`src/rtl/lrut_pkg.sv`:
```
`timescale 1ns / 1ps
// Shared constants and types for the LRU address tracker.
// No dependencies; used by every module in rtl/.
package lrut_pkg;

    localparam int MAX_ENTRIES_DEF = 1024;
    localparam int TAG_BITS_DEF    = 32;

    localparam int CAP_W    = 11;
    localparam int TAG_IN_W = 32;
    localparam int TOTAL_W  = 32;

    localparam logic [CAP_W-1:0] CAPACITY_RESET = 11'd1000;

    localparam logic KIND_LOOKUP = 1'b0;
    localparam logic KIND_INSERT = 1'b1;

    typedef struct packed {
        logic cmp;
        logic scan;
        logic shift;
    } t_cell_ctl;

endpackage

```
`src/rtl/lrut_ctrl.sv`:
```
`timescale 1ns / 1ps
// Sequencer for the recency chain: request intake, match scan, counters, result.
// Depends on lrut_pkg.
module lrut_ctrl #(
    parameter int MAX_ENTRIES = lrut_pkg::MAX_ENTRIES_DEF,
    parameter int TAG_BITS    = lrut_pkg::TAG_BITS_DEF,
    localparam int IDX_W      = $clog2(MAX_ENTRIES),
    localparam int CNT_W      = $clog2(MAX_ENTRIES + 1)
) (
    input  logic                          i_clk,
    input  logic                          i_rst_n,
    input  logic                          i_start,
    input  logic                          i_kind,
    input  logic [lrut_pkg::TAG_IN_W-1:0] i_tag,
    output logic                          o_busy,
    input  logic                          i_cfg_valid,
    output logic                          o_cfg_ready,
    input  logic [lrut_pkg::CAP_W-1:0]    i_cfg_data,
    input  logic                          i_match0,
    output lrut_pkg::t_cell_ctl           o_ctl,
    output logic [TAG_BITS-1:0]           o_key,
    output logic [IDX_W-1:0]              o_limit,
    output logic [CNT_W-1:0]              o_fill,
    output logic                          o_valid,
    output logic                          o_hit,
    output logic                          o_evicted,
    output logic [lrut_pkg::TOTAL_W-1:0]  o_hit_total,
    output logic [lrut_pkg::TOTAL_W-1:0]  o_miss_total,
    output logic [lrut_pkg::CAP_W-1:0]    o_occupancy
);

    localparam int CMP_W = (CNT_W > lrut_pkg::CAP_W) ? CNT_W : lrut_pkg::CAP_W;

    localparam logic [1:0] S_IDLE = 2'd0;
    localparam logic [1:0] S_INS  = 2'd1;
    localparam logic [1:0] S_CMP  = 2'd2;
    localparam logic [1:0] S_SCAN = 2'd3;

    logic [1:0]                   r_state;
    logic [TAG_BITS-1:0]          r_key;
    logic [CNT_W-1:0]             r_fill;
    logic [CNT_W-1:0]             r_k;
    logic [lrut_pkg::CAP_W-1:0]   r_cap;
    logic [lrut_pkg::TOTAL_W-1:0] r_hit_cnt;
    logic [lrut_pkg::TOTAL_W-1:0] r_miss_cnt;
    logic                         r_valid;
    logic                         r_hit;
    logic                         r_evicted;

    logic             accept;
    logic             scan_hit;
    logic             scan_miss;
    logic             evict;
    logic [CMP_W-1:0] cap_ext;
    logic [CMP_W-1:0] eff_cap;

    assign accept    = i_start && (r_state == S_IDLE);
    assign scan_miss = (r_state == S_SCAN) && (r_k == r_fill);
    assign scan_hit  = (r_state == S_SCAN) && (r_k != r_fill) && i_match0;

    always_comb begin
        cap_ext = CMP_W'(r_cap);
        if (cap_ext == '0) begin
            eff_cap = CMP_W'(1);
        end else if (cap_ext > CMP_W'(MAX_ENTRIES)) begin
            eff_cap = CMP_W'(MAX_ENTRIES);
        end else begin
            eff_cap = cap_ext;
        end
        evict = CMP_W'(r_fill) >= eff_cap;
    end

    always_comb begin
        o_ctl.cmp   = (r_state == S_CMP);
        o_ctl.scan  = (r_state == S_SCAN) && !scan_hit && !scan_miss;
        o_ctl.shift = (r_state == S_INS) || scan_hit;
        o_limit     = (r_state == S_INS) ? IDX_W'(MAX_ENTRIES - 1) : r_k[IDX_W-1:0];
    end

    always_ff @(posedge i_clk) begin
        if (!i_rst_n) begin
            r_state    <= S_IDLE;
            r_fill     <= '0;
            r_cap      <= lrut_pkg::CAPACITY_RESET;
            r_hit_cnt  <= '0;
            r_miss_cnt <= '0;
            r_valid    <= 1'b0;
        end else begin
            r_valid <= 1'b0;
            if (i_cfg_valid) begin
                r_cap <= i_cfg_data;
            end
            case (r_state)
                S_IDLE: begin
                    if (accept) begin
                        r_state <= (i_kind == lrut_pkg::KIND_INSERT) ? S_INS : S_CMP;
                    end
                end
                S_INS: begin
                    if (!evict) begin
                        r_fill <= CNT_W'(r_fill + CNT_W'(1));
                    end
                    r_valid <= 1'b1;
                    r_state <= S_IDLE;
                end
                S_CMP: begin
                    r_state <= S_SCAN;
                end
                S_SCAN: begin
                    if (scan_hit) begin
                        if (r_hit_cnt != '1) begin
                            r_hit_cnt <= r_hit_cnt + lrut_pkg::TOTAL_W'(1);
                        end
                        r_valid <= 1'b1;
                        r_state <= S_IDLE;
                    end else if (scan_miss) begin
                        if (r_miss_cnt != '1) begin
                            r_miss_cnt <= r_miss_cnt + lrut_pkg::TOTAL_W'(1);
                        end
                        r_valid <= 1'b1;
                        r_state <= S_IDLE;
                    end
                end
                default: begin
                    r_state <= S_IDLE;
                end
            endcase
        end
    end

    always_ff @(posedge i_clk) begin
        if (accept) begin
            r_key <= TAG_BITS'(i_tag);
        end
        if (r_state == S_CMP) begin
            r_k <= '0;
        end else if (o_ctl.scan) begin
            r_k <= CNT_W'(r_k + CNT_W'(1));
        end
        r_hit     <= scan_hit;
        r_evicted <= (r_state == S_INS) && evict;
    end

    assign o_busy       = (r_state != S_IDLE);
    assign o_cfg_ready  = 1'b1;
    assign o_key        = r_key;
    assign o_fill       = r_fill;
    assign o_valid      = r_valid;
    assign o_hit        = r_hit;
    assign o_evicted    = r_evicted;
    assign o_hit_total  = r_hit_cnt;
    assign o_miss_total = r_miss_cnt;
    assign o_occupancy  = lrut_pkg::CAP_W'(CMP_W'(r_fill));

endmodule
```
`config.mk`:
```
export PLATFORM = sky130hd
export DESIGN_NAME = lrut_ctrl
export DESIGN_NICKNAME = d
export VERILOG_FILES = /design/src/rtl/lrut_pkg.sv /design/src/rtl/lrut_ctrl.sv
export SDC_FILE = /design/constraint.sdc
export NUM_CORES = 1
export LEC_CHECK = 0
export ABC_AREA = 0
export ABC_CLOCK_PERIOD_IN_PS = 2600
export BUFFER_PORTS_ARGS = -buffer_cell sky130_fd_sc_hd__buf_2
export CORE_ASPECT_RATIO = 1.25
export CORE_MARGIN = 2
export CORE_UTILIZATION = 47
export DETAILED_ROUTE_END_ITERATION = 7
export HOLD_SLACK_MARGIN = 0.08
export PLACE_DENSITY = 0.87
export SYNTH_ARGS = -nofsm -noshare
export SYNTH_HDL_FRONTEND = slang
export SYNTH_SLANG_ARGS = --single-unit
```
`constraint.sdc`:
```
create_clock -name i_clk -period 2.6 [get_ports i_clk]
set_input_delay 0.52 -clock i_clk [delete_from_list [all_inputs] [get_ports i_clk]]
set_output_delay 0.52 -clock i_clk [all_outputs]
set_load 0.05 [all_outputs]
```
== Yosys cells after proc, flatten, opt, wreduce, memory -nomap -nowiden ==
Cells that the tools add are included.

* Bits of input ports: 49
* Output and inout bits: 136
* Word-level logic and storage cells: 55
* Register bits after elaboration: 134

* Magnitude comparators: 2
* Bitwise operators: 2
* Reductions and logical operators: 17
* Add/subtract/negate cells: 4
* Equality and inequality tests: 9
* Mux-type cells: 11

{| class="wikitable"
|+ Operators with widths
! operator !! count
|-
| 32-bit by 1-bit adder with 32-bit output (second input constant) || 2
|-
| 32-bit != test (second input constant) || 2
|-
| 11-bit by 1-bit adder with 11-bit output (second input constant) || 2
|-
| 11-bit two-way mux || 2
|-
| 11-bit == test || 1
|-
| 11-bit >= comparator || 1
|-
| 11-bit > comparator (second input constant) || 1
|-
| 11-bit zero test || 1
|-
| 11-bit != test || 1
|-
| 10-bit two-way mux || 1
|-
| 2-bit two-way mux || 4
|-
| 2-bit one-hot mux with 4 select lines || 1
|-
| 1-bit logical AND || 7
|-
| 2-bit == test (second input constant) || 2
|-
| 2-bit AND reduction || 2
|-
| 4-bit AND reduction || 1
|-
| 3-bit != test (second input constant) || 1
|-
| 3-bit AND reduction || 1
|-
| 2-bit by 1-bit == test with 1-bit output (second input constant) || 1
|-
| 1-bit zero test || 2
|-
| 2-bit zero test || 1
|-
| 1-bit two-way mux || 2
|-
| 2-bit != test (second input constant) || 1
|-
| 1-bit inverter || 2
|-
| other kinds (3) || 3
|}

== Depth between registers and ports, before layout ==
* Depth in word-level cells: 6
* Depth in mapped cells: 11
* Mapped depth without buffers: 10

== Worst setup path before layout ==
Ideal clock, no wire load.

* Path type: reg-to-output
* Start: register r_fill[0] (netlist: o_fill[0])
* End: output o_ctl[1] (netlist bit)
* Required time: 2.080 ns
* Cell stages (with the launch flop): 5
* Path slack: -0.264 ns
* Arrival: 2.344 ns
* Cell sequence: dfxtp_1 > xnor2_1 > nand4_1 > nor4_2 > nor3_1

{| class="wikitable"
|+ RTL lines
! item !! RTL line !! RTL
|-
| from (decl) || lrut_ctrl.sv:41 || <nowiki>logic [CNT_W-1:0] r_fill;</nowiki>
|-
| from (signal assigned) || lrut_ctrl.sv:101 || <nowiki>r_fill <= CNT_W'(r_fill + CNT_W'(1));</nowiki>
|-
| to (decl) || lrut_ctrl.sv:20 || <nowiki>output lrut_pkg::t_cell_ctl o_ctl,</nowiki>
|}

== Worst setup path after layout ==
* Start: register r_cap, in the netlist cap_ext[0]
* End: register r_fill[9] (netlist: o_fill[9])

* Cells in the longest elaborated chain, start to end: 6
* Elaborated cells between the ends (all ways): 7

{| class="wikitable"
|+ Ends and longest elaborated chain
! item !! RTL line !! RTL
|-
| from (decl) || lrut_ctrl.sv:43 || <nowiki>logic [lrut_pkg::CAP_W-1:0] r_cap;</nowiki>
|-
| from (signal assigned) || lrut_ctrl.sv:84 || <nowiki>r_cap <= lrut_pkg::CAPACITY_RESET;</nowiki>
|-
| from (signal assigned) || lrut_ctrl.sv:91 || <nowiki>r_cap <= i_cfg_data;</nowiki>
|-
| 11-bit > comparator || lrut_ctrl.sv:65 || <nowiki>end else if (cap_ext > CMP_W'(MAX_ENTRIES)) begin</nowiki>
|-
| 11-bit two-way mux || lrut_ctrl.sv:65 ||
|-
| 11-bit two-way mux (*) || lrut_ctrl.sv:63 || <nowiki>if (cap_ext == '0) begin</nowiki>
|-
| 11-bit >= comparator (*) || lrut_ctrl.sv:70 || <nowiki>evict = CMP_W'(r_fill) >= eff_cap;</nowiki>
|-
| 1-bit inverter (no line) (*) || -- ||
|-
| 2-bit AND reduction (no line) (*) || -- ||
|}

Every way passes the cells marked *; elsewhere a longest branch is shown, timed or not.
A chain may end at the register's enable or synchronous reset.

==> run_results.csv <==
group,metric,value,unit
run_status,run_status,"finished with violations",
run_status,violated_checks,"setup timing",
critical_path,r2r-start,"cap_ext[0]",
critical_path,worst_reg_to_reg_cells,11,
timing,setup_violations,8,
logic_synthesis,synth_top_cell_by_area,"sky130_fd_sc_hd__dfxtp_1",
critical_path,worst_setup_path_start_kind,"register",
pwr,worst_ir_drop_vdd,400,uV
critical_path,path_max_fanout,8,
place,routabilityCongestion,0.862,
floorplan,core,13200,um2
worst_hold_path,hp-start,"i_tag[8]",
route,remaining_drc_errors,0,
route,routed_via_density,5.60,
pwr,p_leak,3.56,nW
route,wirelength,17900,um
route,wl_per_cell,16.6,um
global_routing,global_route.usage.total,24.5,%
cells_and_area,layout-drive-gt1-share,32.3,%
logic_synthesis,synthFlopType,"sky130_fd_sc_hd__dfxtp_1",
pwr,post-layout-total-power,5.09,mW
place,detailed_place_hpwl,12800,um
worst_hold_path,worstHoldEndpoint,"o_key[8]",
timing,slew_viol_final,0,
timing,final-hold-violation-count,0,
logic_synthesis,netlist_area,6290,um2
global_routing,grt.overflow.total,0,
timing,worst_tran_pin_value,683,ps
critical_path,critical_path.endpoint_type,"register",
timing,setup_ws,-129,ps
pwr,powerDensity,618,nW/um2
clocking,cts_buf_count,17,
floorplan,floorplan.io_pins,185,
timing,period_minus_slack,2730,ps
floorplan,floorplan_row_count,47,
route,first_iter_violations,270,
logic_synthesis,ys_top_cells_by_count,"102 x sky130_fd_sc_hd__dfxtp_1, 77 x sky130_fd_sc_hd__nand2_1, 61 x sky130_fd_sc_hd__nor2_1",
cells_and_area,final_nets,961,
floorplan,starting_density_of_the_core,47.7,%
logic_synthesis,synth_enable_flop_cells,32,
logic_synthesis,post_synth.cell_area_avg,9.23,um2
place,buffer_ports.inserted,183,
logic_synthesis,synth_seq_cells,134,
route,number_of_detailed_route_iterations_in_the_first_pass,5,
flow_run,max-cap-violations,0,
worst_hold_path,worst_hold_path.num_cells,1,
logic_synthesis,syn-num-nets,745,
clocking,insertion_delay,420,ps
timing,max_freq,0.366,GHz
clocking,htreeDepth,4,
global_routing,first_global_vias,5671,
critical_path,rrSetupSlack,-130,ps
critical_path,critPathArrivalTime,3070,ps
logic_synthesis,post-synth-top-count-cell,"sky130_fd_sc_hd__dfxtp_1",
logic_synthesis,synth.lib_cells_used.distinct,48,
logic_synthesis,synth-seq-area-share,47.8,%
place,post-place-ws,-163,ps
global_routing,grt_max_degree,40,
cells_and_area,fillerInstances,1078,
worst_hold_path,holdCritPathClass,"in2reg",
logic_synthesis,post_synth_inst_count,681,
global_routing,antenna_violations_before_repair,0,
floorplan,die_area,14300,um2
timing,setup_tns,-672,ps
floorplan,die_width,107,um
timing,max-slew-margin-rel,54.4,%
timing,post-route-period-util,105,%
clocking,cts_tree,"yes",
timing,rsz0062_at_grt,"true",
cells_and_area,synth_to_layout_area_growth,31.0,%
route,antenna_left,0,
timing,finalClockSkew,10.5,ps
clocking,ctsLongestPathBuffers,2,
logic_synthesis,synth.top_cell.area_share,32.5,%
clocking,cts_root_buffer,"sky130_fd_sc_hd__clkbuf_16",
critical_path,setup_crit_path_kind,"reg2reg",
floorplan,die-height,133,um
critical_path,reg2reg_to,"o_fill[9]",
logic_synthesis,synth.top_cells.by_area,"sky130_fd_sc_hd__dfxtp_1 32%, sky130_fd_sc_hd__edfxtp_1 15%, sky130_fd_sc_hd__xnor2_1 5.2%",
logic_synthesis,async_reset_ff_share,0,%
logic_synthesis,synth-warning-count,0,
critical_path,cp_data_required_time,2950,ps
global_routing,grt_pass1_wl,27700,um
clocking,cts.reportedPaths.clkPinSlew,60,ps
route,vias,6055,
clocking,clock-sinks,134,
layout make-up:
cell class | count | area [um2] | share of cell area, %
inverters | 14 | 52.6 | 0.638
well taps | 171 | 214 | 2.60
repair buffers | 232 | 1280 | 15.6
multi-input cells | 498 | 3130 | 38.0
clock buffers | 19 | 433 | 5.26
flip-flops and latches | 134 | 3020 | 36.6
diodes | 1 | 2.50 | 0.0304
clock inverters | 13 | 109 | 1.32
layer usage:
layer | up-vias | wire [um] | part of all wire, % | global-route usage, %
met2 | 274 | 8970 | 50 | 42.2
met4 | 0 | 585 | 3.3 | 13.1
met3 | 44 | 1470 | 8.2 | 6.75
li1 | 2870 | - | - | -
met5 | - | 0 | 0 | 0
met1 | 2867 | 6890 | 38 | 27.2
timing repair:
| action | in CTS | in global routing |
|---|---|---|
| gates resized for setup | 9 | 17 |
| setup endpoints to repair | 11 | 15 |
| hold endpoints to repair | 0 | 0 |
| buffers inserted | 0 | 4 |
| pin swaps | 7 | 14 |
| hold buffers | 0 | 0 |
| cloned | 1 | 0 |
worst max path at each step:
stage / cells past startpoint / end / start / slack, ps
2_1_floorplan: 5 / o_ctl[0] / o_fill[1] / 20
3_3_place_gp: 11 / o_fill[8] / cap_ext[6] / -70
3_5_place_dp: 11 / o_fill[9] / cap_ext[6] / -160
4_1_cts: 11 / o_fill[8] / cap_ext[6] / -70
5_1_grt: 11 / o_fill[9] / cap_ext[0] / -260
6_report: 11 / o_fill[9] / cap_ext[0] / -130
kinds of logic (layout without fill, tap and decap cells):
logic type                 after synthesis  count (layout)  share of synthesized area, %
AOI/OAI and AO/OA                       73              73                          7.24
muxes                                   22              22                          3.50
adders and majority gates               15              15                          2.99
xor gates and xnor gates                53              53                          7.38
and+or+nand+nor                        334             334                          27.3
buffers and inverters                   49             278                          3.76
other                                    1               2                        0.0596
DFF                                    134             134                          47.8
power by group:
group	leakage, nW	internal, mW	total [mW]	switching (mW)
combinational	2.16	0.180	0.617	0.437
sequential	1.13	2.21	2.25	0.0403
clock	0.266	1.31	2.23	0.921
per-stage QoR:
step	instance area (um2)	hold WS, ps	util (%)	cells
finish	8240	279	62.5	1082
CTS	8150	264	61.9	1077
global placement	7570	469	57.5	1044
floorplan	6290	465	-	681
global route	8240	261	62.5	1081
detailed placement	7570	484	57.5	1044
worst max-delay path, cell delays in order (launching register included):
cell and delay, ps:
sky130_fd_sc_hd__dfxtp_1 320, sky130_fd_sc_hd__nor4_2 300, sky130_fd_sc_hd__a31oi_1 130, sky130_fd_sc_hd__nor2_1 140, sky130_fd_sc_hd__ha_1 240, sky130_fd_sc_hd__nand2b_4 140, sky130_fd_sc_hd__a21o_1 170, sky130_fd_sc_hd__a211oi_2 290
sky130_fd_sc_hd__o21bai_1 120, sky130_fd_sc_hd__buf_4 180, sky130_fd_sc_hd__or4_1 520, sky130_fd_sc_hd__a21oi_2 130
cell usage in the layout (no fill, tap or decap), types with 4 or more instances in the layout:
cell,instances
sky130_fd_sc_hd__nand2_1,77
sky130_fd_sc_hd__xnor2_1,37
sky130_fd_sc_hd__nor2_1,60
sky130_fd_sc_hd__ha_1,15
sky130_fd_sc_hd__clkbuf_16,17
sky130_fd_sc_hd__inv_1,12
sky130_fd_sc_hd__and4_1,4
sky130_fd_sc_hd__and2_1,6
sky130_fd_sc_hd__buf_2,184
sky130_fd_sc_hd__buf_4,47
sky130_fd_sc_hd__dfxtp_2,10
sky130_fd_sc_hd__o21ai_0,14
sky130_fd_sc_hd__nor4_1,15
sky130_fd_sc_hd__nand4_1,27
sky130_fd_sc_hd__a21oi_1,22
sky130_fd_sc_hd__and3_1,13
sky130_fd_sc_hd__clkinv_2,4
sky130_fd_sc_hd__o21bai_1,4
sky130_fd_sc_hd__or3_1,7
sky130_fd_sc_hd__dfxtp_1,92
sky130_fd_sc_hd__nor4_2,4
sky130_fd_sc_hd__edfxtp_1,32
sky130_fd_sc_hd__xor2_1,16
sky130_fd_sc_hd__nor3_1,22
sky130_fd_sc_hd__or4_4,4
sky130_fd_sc_hd__nand3_1,44
sky130_fd_sc_hd__mux2i_1,22
sky130_fd_sc_hd__nand2b_1,22
sky130_fd_sc_hd__o31ai_1,13
sky130_fd_sc_hd__or4_1,15
sky130_fd_sc_hd__o211ai_1,4
sequential cells by signal, summed over array words and instances, names as in the netlist:
name and flops:
o_evicted 1, r_k 11, r_state 2, o_miss_total 32
cap_ext 11, o_fill 11, o_key 32, o_hit_total 32
o_valid 1, o_hit 1
(Power assumes the default switching activity.)
