`src/rtl/lrut_pkg.sv`:
```
`timescale 1ns / 1ps
// Shared constants and types for the LRU address tracker.
// No dependencies; used by every module in rtl/.
package lrut_pkg;

    localparam int MAX_ENTRIES_DEF = 1024;
    localparam int TAG_BITS_DEF    = 32;

    localparam int CAP_W    = 11;
    localparam int TAG_IN_W = 32;
    localparam int TOTAL_W  = 32;

    localparam logic [CAP_W-1:0] CAPACITY_RESET = 11'd1000;

    localparam logic KIND_LOOKUP = 1'b0;
    localparam logic KIND_INSERT = 1'b1;

    typedef struct packed {
        logic cmp;
        logic scan;
        logic shift;
    } t_cell_ctl;

endpackage

```
`src/rtl/lrut_cell.sv`:
```
`timescale 1ns / 1ps
// One entry of the recency chain: tag storage, match compare and match hand-off.
// Depends on lrut_pkg.
module lrut_cell #(
    parameter int INDEX       = 0,
    parameter int MAX_ENTRIES = lrut_pkg::MAX_ENTRIES_DEF,
    parameter int TAG_BITS    = lrut_pkg::TAG_BITS_DEF,
    localparam int IDX_W      = $clog2(MAX_ENTRIES),
    localparam int CNT_W      = $clog2(MAX_ENTRIES + 1)
) (
    input  logic                i_clk,
    input  lrut_pkg::t_cell_ctl i_ctl,
    input  logic [TAG_BITS-1:0] i_key,
    input  logic [TAG_BITS-1:0] i_prev_tag,
    input  logic                i_next_match,
    input  logic [IDX_W-1:0]    i_limit,
    input  logic [CNT_W-1:0]    i_fill,
    output logic [TAG_BITS-1:0] o_tag,
    output logic                o_match
);

    logic [TAG_BITS-1:0] r_tag;
    logic                r_match;

    always_ff @(posedge i_clk) begin
        if (i_ctl.shift && (IDX_W'(INDEX) <= i_limit)) begin
            r_tag <= i_prev_tag;
        end
    end

    always_ff @(posedge i_clk) begin
        if (i_ctl.cmp) begin
            r_match <= (CNT_W'(INDEX) < i_fill) && (r_tag == i_key);
        end else if (i_ctl.scan) begin
            r_match <= i_next_match;
        end
    end

    assign o_tag   = r_tag;
    assign o_match = r_match;

endmodule

```
`config.mk`:
```
export PLATFORM = sky130hd
export DESIGN_NAME = lrut_cell
export DESIGN_NICKNAME = d
export VERILOG_FILES = /design/src/rtl/lrut_pkg.sv /design/src/rtl/lrut_cell.sv
export SDC_FILE = /design/constraint.sdc
export NUM_CORES = 1
export LEC_CHECK = 0
export ABC_AREA = 1
export BUFFER_PORTS_ARGS = -buffer_cell sky130_fd_sc_hd__buf_2
export CORE_MARGIN = 1.5
export CORE_UTILIZATION = 39
export DETAILED_ROUTE_END_ITERATION = 6
export PLACE_DENSITY = 0.81
export SETUP_SLACK_MARGIN = 0.02
export SYNTH_ARGS = -nofsm -noshare
export SYNTH_HDL_FRONTEND = slang
export SYNTH_SLANG_ARGS = --single-unit
```
`constraint.sdc`:
```
create_clock -name i_clk -period 1.7 [get_ports i_clk]
set_clock_uncertainty 0.05 [all_clocks]
set_input_delay 0.17 -clock i_clk [delete_from_list [all_inputs] [get_ports i_clk]]
set_output_delay 0.17 -clock i_clk [all_outputs]
set_load 0.01 [all_outputs]
```
# After elaboration in Yosys (flattened, before gate mapping)
# Index checks and enable logic that the tools add are counted.
classes:
  n_eq_ne: 1
  n_reduce_logical: 3
  mux: 2
  n_lt_le_gt_ge: 2
ops:
  columns: ["op", "n"]
  rows:
  - ["32-bit == test", 1]
  - ["1-bit by 11-bit less-than comparator with 1-bit output (first input constant)", 1]
  - ["1-bit by 10-bit <= comparator with 1-bit output (first input constant)", 1]
  - ["1-bit logical AND", 2]
  - ["1-bit two-way mux", 2]
  - ["2-bit nonzero test", 1]
totals:
  output_inout_bits: 33
  word_cells: 10
  regBits: 33
  in_bits: 90

# Longest topological paths before layout
# Gate-level depths: netlist (run 1).
logic_depth:
  depth_word: 3
  depth_mapped: 10
  depth_no_buf: 10

# Least setup slack after synthesis (run 1)
# No wires, ideal clock.
synth_path:
  path_type: "input -> register"
  start: "input i_ctl[0] (netlist name)"
  end: "register r_tag[0] (netlist: o_tag[0]), enable pin"
  n_path_buf: 1
  arrival_ns: 1.067
  setup_ns: 0.400
  setup_slack_ns: 0.183
  cell_stages: 1
  required_ns: 1.250
  path_cell_list: "clkbuf_1"
synth_via:
  elab_chain_len: 1
synth_lines:
  columns: ["item", "line", "text"]
  rows:
  - ["from (decl)", "lrut_cell.sv:12", "input lrut_pkg::t_cell_ctl i_ctl,"]
  - ["1-bit logical AND", "lrut_cell.sv:26", "if (i_ctl.shift && (IDX_W'(INDEX) <= i_limit)) begin"]
  - ["to (signal assigned)", "lrut_cell.sv:27", "r_tag <= i_prev_tag;"]
  - ["to (decl)", "lrut_cell.sv:22", "logic [TAG_BITS-1:0] r_tag;"]
# Every way passes these cells.
# A chain may end at the register's enable or synchronous reset.

# Worst setup path in the final report (run 1)
layout_path:
  start: "register r_tag[4] (netlist: o_tag[4])"
  end: "register r_match (netlist: o_match) (data pin)"
layout_via:
  elab_chain_len: 3
layout_lines:
  columns: ["item", "line", "text"]
  rows:
  - ["32-bit == test", "lrut_cell.sv:33", "r_match <= (CNT_W'(INDEX) < i_fill) && (r_tag == i_key);"]
  - ["1-bit logical AND", "lrut_cell.sv:33", null]
  - ["1-bit two-way mux", "lrut_cell.sv:32", "if (i_ctl.cmp) begin"]
  - ["to (signal assigned)", "lrut_cell.sv:33", null]
  - ["to (signal assigned)", "lrut_cell.sv:35", "r_match <= i_next_match;"]
  - ["to (decl)", "lrut_cell.sv:23", "logic r_match;"]
# Every way passes these cells.

==> results of run 1 <==
## cells in the final DEF (no fill, tap or decap)
cell type                       Yosys  final
sky130_fd_sc_hd__o21ai_0            1      1
sky130_fd_sc_hd__or2_2              1      1
sky130_fd_sc_hd__dlygate4sd3_1      0      9
sky130_fd_sc_hd__a21oi_1            1      1
sky130_fd_sc_hd__o21ai_1            5      5
sky130_fd_sc_hd__nor2_1            18     18
sky130_fd_sc_hd__nand2_1           53     53
sky130_fd_sc_hd__buf_12             0      1
sky130_fd_sc_hd__nor3_1             1      1
sky130_fd_sc_hd__inv_2              1      1
sky130_fd_sc_hd__nand3b_1           1      1
sky130_fd_sc_hd__clkbuf_8           0      5
sky130_fd_sc_hd__clkbuf_1           1      3
sky130_fd_sc_hd__buf_2              0    112
sky130_fd_sc_hd__xnor2_1            8      8
sky130_fd_sc_hd__inv_1             36     36
sky130_fd_sc_hd__xor2_1             4      4
sky130_fd_sc_hd__o22ai_1            1      1
sky130_fd_sc_hd__nor2_2             1      1
sky130_fd_sc_hd__nand4_1            2      2
sky130_fd_sc_hd__edfxtp_1          33     33
sky130_fd_sc_hd__nand3_1            2      2
sky130_fd_sc_hd__nand3_2            1      1
## cells by family after synthesis
family,Yosys count,synth area share (%)
buffers and inverters,38,8.892
and+or+nand+nor,80,20.20
xor gates and xnor gates,12,6.552
DFF,33,61.78
AOI/OAI and AO/OA,8,2.574
## stage by stage
stage / util, % / total power, mW / std cells / setup slack [ps]
4_1_cts: 58.51 / 1.920 / 341 / 468.8
2_1_floorplan: - / 1.182 / 171 / 182.7
5_1_grt: 60.78 / 2.011 / 350 / 354.8
6_report: 60.78 / 1.903 / 350 / 497.1
3_5_place_dp: 56.49 / 1.363 / 333 / 484.4
3_3_place_gp: 56.49 / 1.352 / 333 / 490.6
## path summary, 6_finish.rpt
path,from,to,slack [ps],depth (start not counted)
max,o_tag[4],o_match,500,6
min,i_prev_tag[13],o_tag[13],10,1
max reg2reg,o_tag[4],o_match,500,6
min reg2reg,o_tag[20],o_match,780,5
## power by group through the flow
| stage | logic, mW | clock network [mW] | registers [mW] |
|---|---|---|---|
| 6_report | 0.350 | 0.544 | 1.01 |
| 5_1_grt | 0.393 | 0.602 | 1.02 |
| 4_1_cts | 0.339 | 0.573 | 1.01 |
| 3_5_place_dp | 0.338 | 0 | 1.03 |
| 3_3_place_gp | 0.331 | 0 | 1.02 |
| 2_1_floorplan | 0.123 | 0 | 1.06 |
## state kept, by name, summed over array words and instances (netlist names)
signal and count:
o_tag 32, o_match 1
## per-layer routing
layer / global-route usage, % / part of all wire [%] / vias up
met5: 0 / 0 / -
met4: 6.378 / 0.47 / 0
met3: 5.833 / 7.5 / 2
met2: 26.61 / 53 / 53
met1: 15.85 / 39 / 649
li1: - / - / 783
## critical path: stages (launching register included)
cell                       delay (ps)
sky130_fd_sc_hd__edfxtp_1         410
sky130_fd_sc_hd__xor2_1           160
sky130_fd_sc_hd__nor2_1           140
sky130_fd_sc_hd__nand3_2           90
sky130_fd_sc_hd__nor2_2           110
sky130_fd_sc_hd__nand3_1           70
sky130_fd_sc_hd__nand2_1           60
## cell type report
cell class	instances	area (um2)	area share (%)
flip-flops and latches	33	991.0	41.06
repair buffers	122	670.6	27.79
multi-input cells	100	470.5	19.49
inverters	37	138.9	5.754
clock buffers	8	80.08	3.318
well taps	50	62.56	2.592
==> summary.log, run 1 <==
qor: synth.synth_seq_cells 33
qor: synth.synth.cell_area 1604 um2
qor: floorplan.die_width 67.13 um
qor: global_route.global_route_wire_length_before_repair 4.899 mm
qor: sta.grt_setup_unrepaired false
qor: synth.synth.top_cells.by_count 53 x sky130_fd_sc_hd__nand2_1, 36 x sky130_fd_sc_hd__inv_1, 33 x sky130_fd_sc_hd__edfxtp_1, 18 x sky130_fd_sc_hd__nor2_1, 8 x sky130_fd_sc_hd__xnor2_1
qor: clock_network.post_cts.resized_instances 0
qor: drt.totalWireLength 3.604 mm
qor: finish.num-nets-final 389
qor: sta.tightest_slew 386.9 ps
qor: clock_network.cts.clk_slew.worst_paths 60 ps
qor: worst_setup_path.required 1800 ps
qor: sta.fmax 831.3 MHz
qor: floorplan.row_count 23
qor: synth.syn_nets 261
qor: clock_network.cts_root_buf sky130_fd_sc_hd__clkbuf_8
qor: drt.drt_iter0_markers 41
qor: drt.post-route-drc-count 0
qor: power_and_ir_drop.switching_power 0.4595 mW
qor: global_route.global_route.overflow_total 0
qor: synth.syn_inst_count 171
qor: finish.final_area 2414 um2
qor: synth.yosys-top-cells-area sky130_fd_sc_hd__edfxtp_1 62%, sky130_fd_sc_hd__nand2_1 12%, sky130_fd_sc_hd__inv_1 8.4%
qor: sta.finalSetupTns 0 ps
qor: clock_network.worstSkewPairLatency 280 ps
qor: finish.fill_cells 359
qor: worst_setup_path.timing.critical_path.fanout_max 2
qor: worst_setup_path.worstSetupEndpointType flop
qor: synth.synthArstFlopShare 0%
qor: power_and_ir_drop.swShare 24.15%
qor: drt.avgViaCountPerCell 4.249
qor: synth.post-synth-top-area-cell sky130_fd_sc_hd__edfxtp_1
qor: worst_setup_path.worst_ep_arrival_time 1310 ps
qor: finish.antenna_cells 0
qor: synth.synth_edf_count 33
qor: clock_network.clock_tree.buffer_depth 2
qor: placement.detailed_place.area 2243 um2
qor: floorplan.coreArea 3971 um2
qor: global_route.first_global_vias 1270
qor: sta.post_layout_minimum_cycle_time 1203 ps
qor: floorplan.die-area 4506 um2
qor: sta.max-slew-margin-rel 74.20%
qor: clock_network.tritoncts_clock_tree yes
qor: global_route.initial_antenna_violation_count 1
qor: synth.ys.flop_type sky130_fd_sc_hd__edfxtp_1
qor: drt.detail_route.first_pass.iterations 4
qor: power_and_ir_drop.static_power_due_to_leakage 1.261 nW
qor: clock_network.cts_buffers 5
qor: global_route.grtUsageTotal 15.03%
qor: placement.placement.io_buffers 112
qor: floorplan.fp.dieH 67.13 um
qor: clock_network.cts.htree.levels 2
qor: sta.worst_hold_margin 14.50 ps
qor: drt.post_drt_wl_per_cell 10.30 um
qor: synth.yosysMostFrequentCell sky130_fd_sc_hd__nand2_1
qor: drt.num_vias 1487
qor: power_and_ir_drop.power.share.combinational 18.4%
qor: clock_network.tritoncts_num_sinks 33
qor: min_path.hp-class primary input to flop
qor: floorplan.design.portCount 123
qor: placement.place.gp.congestion 0.7037
qor: finish.area_growth 50.47%
qor: sta.fin_crit_sh 70.76%
qor: sta.finalMaxSlewViolations 0
qor: power_and_ir_drop.cellInternalPower 1.443 mW
qor: global_route.grt_max_degree 18
qor: finish.drive_above_1_share 40.67%
qor: worst_setup_path.start_kind flop
qor: power_and_ir_drop.p_seq_share 53.0%
qor: clock_network.ctsHoldBuffers 0
qor: sta.report.final.setup_viol 0
qor: placement.dp_hpwl 2.874 mm
qor: worst_setup_path.crit_type flop to flop
qor: synth.synth_top_cell_area_share 61.78%
qor: synth.synth.distinct_cells 19
qor: synth.seq_area_frac_synth 61.78%
qor: run.maxCapViolCount 0
qor: power_and_ir_drop.power_frac_clock 28.6%
qor: floorplan.floorplan.initialDensity 40.39%
qor: power_and_ir_drop.cellPowerDensity 788.3 nW/um2
qor: status.outcome finished clean
qor: synth.post_synth.cell_area_avg 9.380 um2
qor: power_and_ir_drop.vdd.ir_drop.worst 605.9 uV
qor: clock_network.postCtsSetupBuffers 0
qor: sta.report.final.hold_viol_count 0
qor: synth.synth.yosys.warnings 0
qor: drt.postRouteAntennaNets 0
No activity file was read; power rests on OpenSTA's default activity.
==> run 2, diff against run 1 <==
CORE_UTILIZATION = 36   (was 39)
PLACE_DENSITY = 0.79   (was 0.81)
clock period = 1.05 ns   (was 1.7 ns; I/O delays follow)
==> summary.log, run 2 (synthesized netlist as in run 1, its figures left out) <==
qor: finish.leading_cell_type_in_the_layout_fill_and_taps_excluded sky130_fd_sc_hd__buf_2
qor: clock_network.postCtsSetupBuffers 0 [unchanged]
qor: drt.avgViaCountPerCell 4.302 [+1.3%]
qor: sta.finalMaxSlewViolations 0 [unchanged]
qor: global_route.initial_antenna_violation_count 0 [-1]
qor: worst_setup_path.required 1040 ps [-760 ps]
qor: floorplan.die_width 69.75 um [+3.9%]
qor: finish.area_growth 67.24%
qor: power_and_ir_drop.vdd.ir_drop.worst 831.6 uV [+37%]
qor: finish.largest_register_ffs 32 [unchanged]
qor: finish.postLayoutCoreUtil 62.04% [+1.3 points]
qor: clock_network.worstSkewPairLatency 280 ps [about the same]
qor: worst_setup_path.worst_ep_arrival_time 1230 ps [-80 ps]
qor: clock_network.cts.clk_slew.worst_paths 70 ps [about the same]
qor: worst_setup_path.worstSetupEndpointType flop
qor: clock_network.cts_buffers 5 [unchanged]
qor: sta.finalSetupTns -244.4 ps [-244.4 ps]
qor: drt.post_drt_wl_per_cell 10.91 um [+5.9%]
qor: floorplan.die-area 4865 um2 [+8.0%]
qor: finish.most-common-layout-cells 110 x sky130_fd_sc_hd__buf_2, 53 x sky130_fd_sc_hd__nand2_1, 36 x sky130_fd_sc_hd__inv_1
qor: worst_setup_path.worstReg2RegStart o_tag[11]
qor: drt.postRouteAntennaNets 0 [unchanged]
qor: placement.placement.io_buffers 112 [unchanged]
qor: status.failed_checks setup timing
qor: sta.grt_setup_unrepaired true
qor: worst_setup_path.worst_r2r_path_depth 10 [+4]
qor: finish.drive_above_1_share 39.08% [-1.6 points]
qor: worst_setup_path.crit_type flop to flop
qor: drt.drt_iter0_markers 61 [+49%]
qor: clock_network.tritoncts_clock_tree yes
qor: status.outcome finished with violations
qor: floorplan.fp.dieH 69.75 um [+3.9%]
qor: worst_setup_path.timing.reg2reg.setup_slack -200 ps [-690 ps]
qor: global_route.grtUsageTotal 17.32% [+2.3 points]
qor: finish.antenna_cells 0 [unchanged]
qor: run.maxCapViolCount 0 [unchanged]
qor: clock_network.tritoncts_num_sinks 33 [unchanged]
qor: sta.fin_crit_sh 118.6% [+48 points]
qor: global_route.global_route_wire_length_before_repair 6.568 mm [+34%]
qor: sta.max-slew-margin-rel 88.33% [+14 points]
qor: sta.fmax 803.1 MHz [-3.4%]
qor: floorplan.coreArea 4324 um2 [+8.9%]
qor: drt.totalWireLength 4.112 mm [+14%]
qor: drt.num_vias 1622 [+9.1%]
qor: worst_setup_path.timing.critical_path.fanout_max 3 [+1]
qor: sta.tightest_slew 173.8 ps [-213.2 ps]
qor: sta.post_layout_minimum_cycle_time 1245 ps [+42.33 ps]
qor: global_route.grt_max_degree 26 [+8]
qor: floorplan.floorplan.initialDensity 37.09% [-3.3 points]
qor: sta.report.final.setup_viol 2 [+2]
qor: floorplan.design.portCount 123 [unchanged]
qor: floorplan.row_count 24 [+4.3%]
qor: worst_setup_path.rr_endpoint o_match
qor: global_route.first_global_vias 1577 [+24%]
qor: global_route.global_route.overflow_total 0 [unchanged]
qor: drt.post-route-drc-count 0 [unchanged]
qor: sta.setup_ws -195.2 ps [-692.3 ps]
qor: clock_network.cts.htree.levels 2 [unchanged]
qor: min_path.hp-class primary input to flop
qor: worst_setup_path.start_kind flop
qor: sta.report.final.hold_viol_count 0 [unchanged]
qor: placement.place.gp.congestion 0.6654 [-5.4%]
qor: worst_setup_path.setup.worst_path.start o_tag[11]
qor: power_and_ir_drop.static_power_due_to_leakage 1.377 nW [+9.2%]
qor: clock_network.cts_root_buf sky130_fd_sc_hd__clkbuf_8
qor: drt.detail_route.first_pass.iterations 4 [unchanged]
qor: placement.dp_hpwl 3.006 mm [+4.6%]
qor: worst_setup_path.worstSetupEndpoint o_match
qor: power_and_ir_drop.cellPowerDensity 1193 nW/um2 [+51%]
qor: clock_network.clock_tree.buffer_depth 2 [unchanged]
qor: finish.num-nets-final 414 [+6.4%]
## run 2: worst max-delay path: stages (launching register included)
cell and delay [ps]:
sky130_fd_sc_hd__edfxtp_1 430, sky130_fd_sc_hd__inv_1 80, sky130_fd_sc_hd__nand2_1 50, sky130_fd_sc_hd__nand2_1 50
sky130_fd_sc_hd__inv_1 30, sky130_fd_sc_hd__nand2_1 50, sky130_fd_sc_hd__nor2_1 40, sky130_fd_sc_hd__nand2_1 90
sky130_fd_sc_hd__nor2_2 50, sky130_fd_sc_hd__nand3_1 50, sky130_fd_sc_hd__nand2_1 50
## run 2: power breakdown
group	total [mW]	switching (mW)	internal (mW)
Combinational	0.660	0.294	0.366
Sequential	1.64	0.0651	1.57
Clock	0.903	0.444	0.459
Total	3.20	0.804	2.40
## run 2: worst min-delay path by stage
stage	startpoint	end	slack, ps	cells past startpoint
floorplan	i_prev_tag[0]	o_tag[0]	150	0
global placement	i_prev_tag[5]	o_tag[5]	230	1
detailed placement	i_prev_tag[26]	o_tag[26]	230	1
CTS	i_next_match	o_match	40	3
global route	i_ctl[1]	o_match	60	2
finish	i_next_match	o_match	50	3
## run 2: layer usage
layer	up-vias	GRT usage (%)	wire, um
met4	0	3.846	17
met5	-	0	0
met1	720	18.07	1578
met3	2	5.959	310
met2	67	33.23	2205
li1	833	-	-
## run 2: cell type report
class	count	area, um2
timing repair buffer	147	932.1
multi-input combinational	100	473.0
inverter	37	138.9
sequential	33	991.0
clock buffer	6	72.57
fill	370	1642
clock inverter	2	10.01
tap	52	65.06
## run 2: metrics by stage
| step | cell area [um2] | total power, mW | hold slack (ps) | instances | worst slack [ps] |
|---|---|---|---|---|---|
| after global routing | 2683 | 3.351 | 62.76 | 377 | -321.9 |
| after detailed placement | 2261 | 2.223 | 233.1 | 337 | -208.7 |
| final | 2683 | 3.200 | 52.16 | 377 | -195.2 |
| after CTS | 2673 | 3.237 | 41.87 | 377 | -209.9 |
| after floorplan | 1605 | 1.912 | 153.9 | 171 | -126.1 |
| after global placement | 2261 | 2.201 | 231.3 | 337 | -169.7 |
## run 2: repair_timing
action | in CTS | in global routing
pin swaps | 2 | 2
hold buffers | 32 | 0
resized for setup | 2 | 2
endpoints found under the setup margin | 3 | 16
hold endpoints to repair | 32 | 0
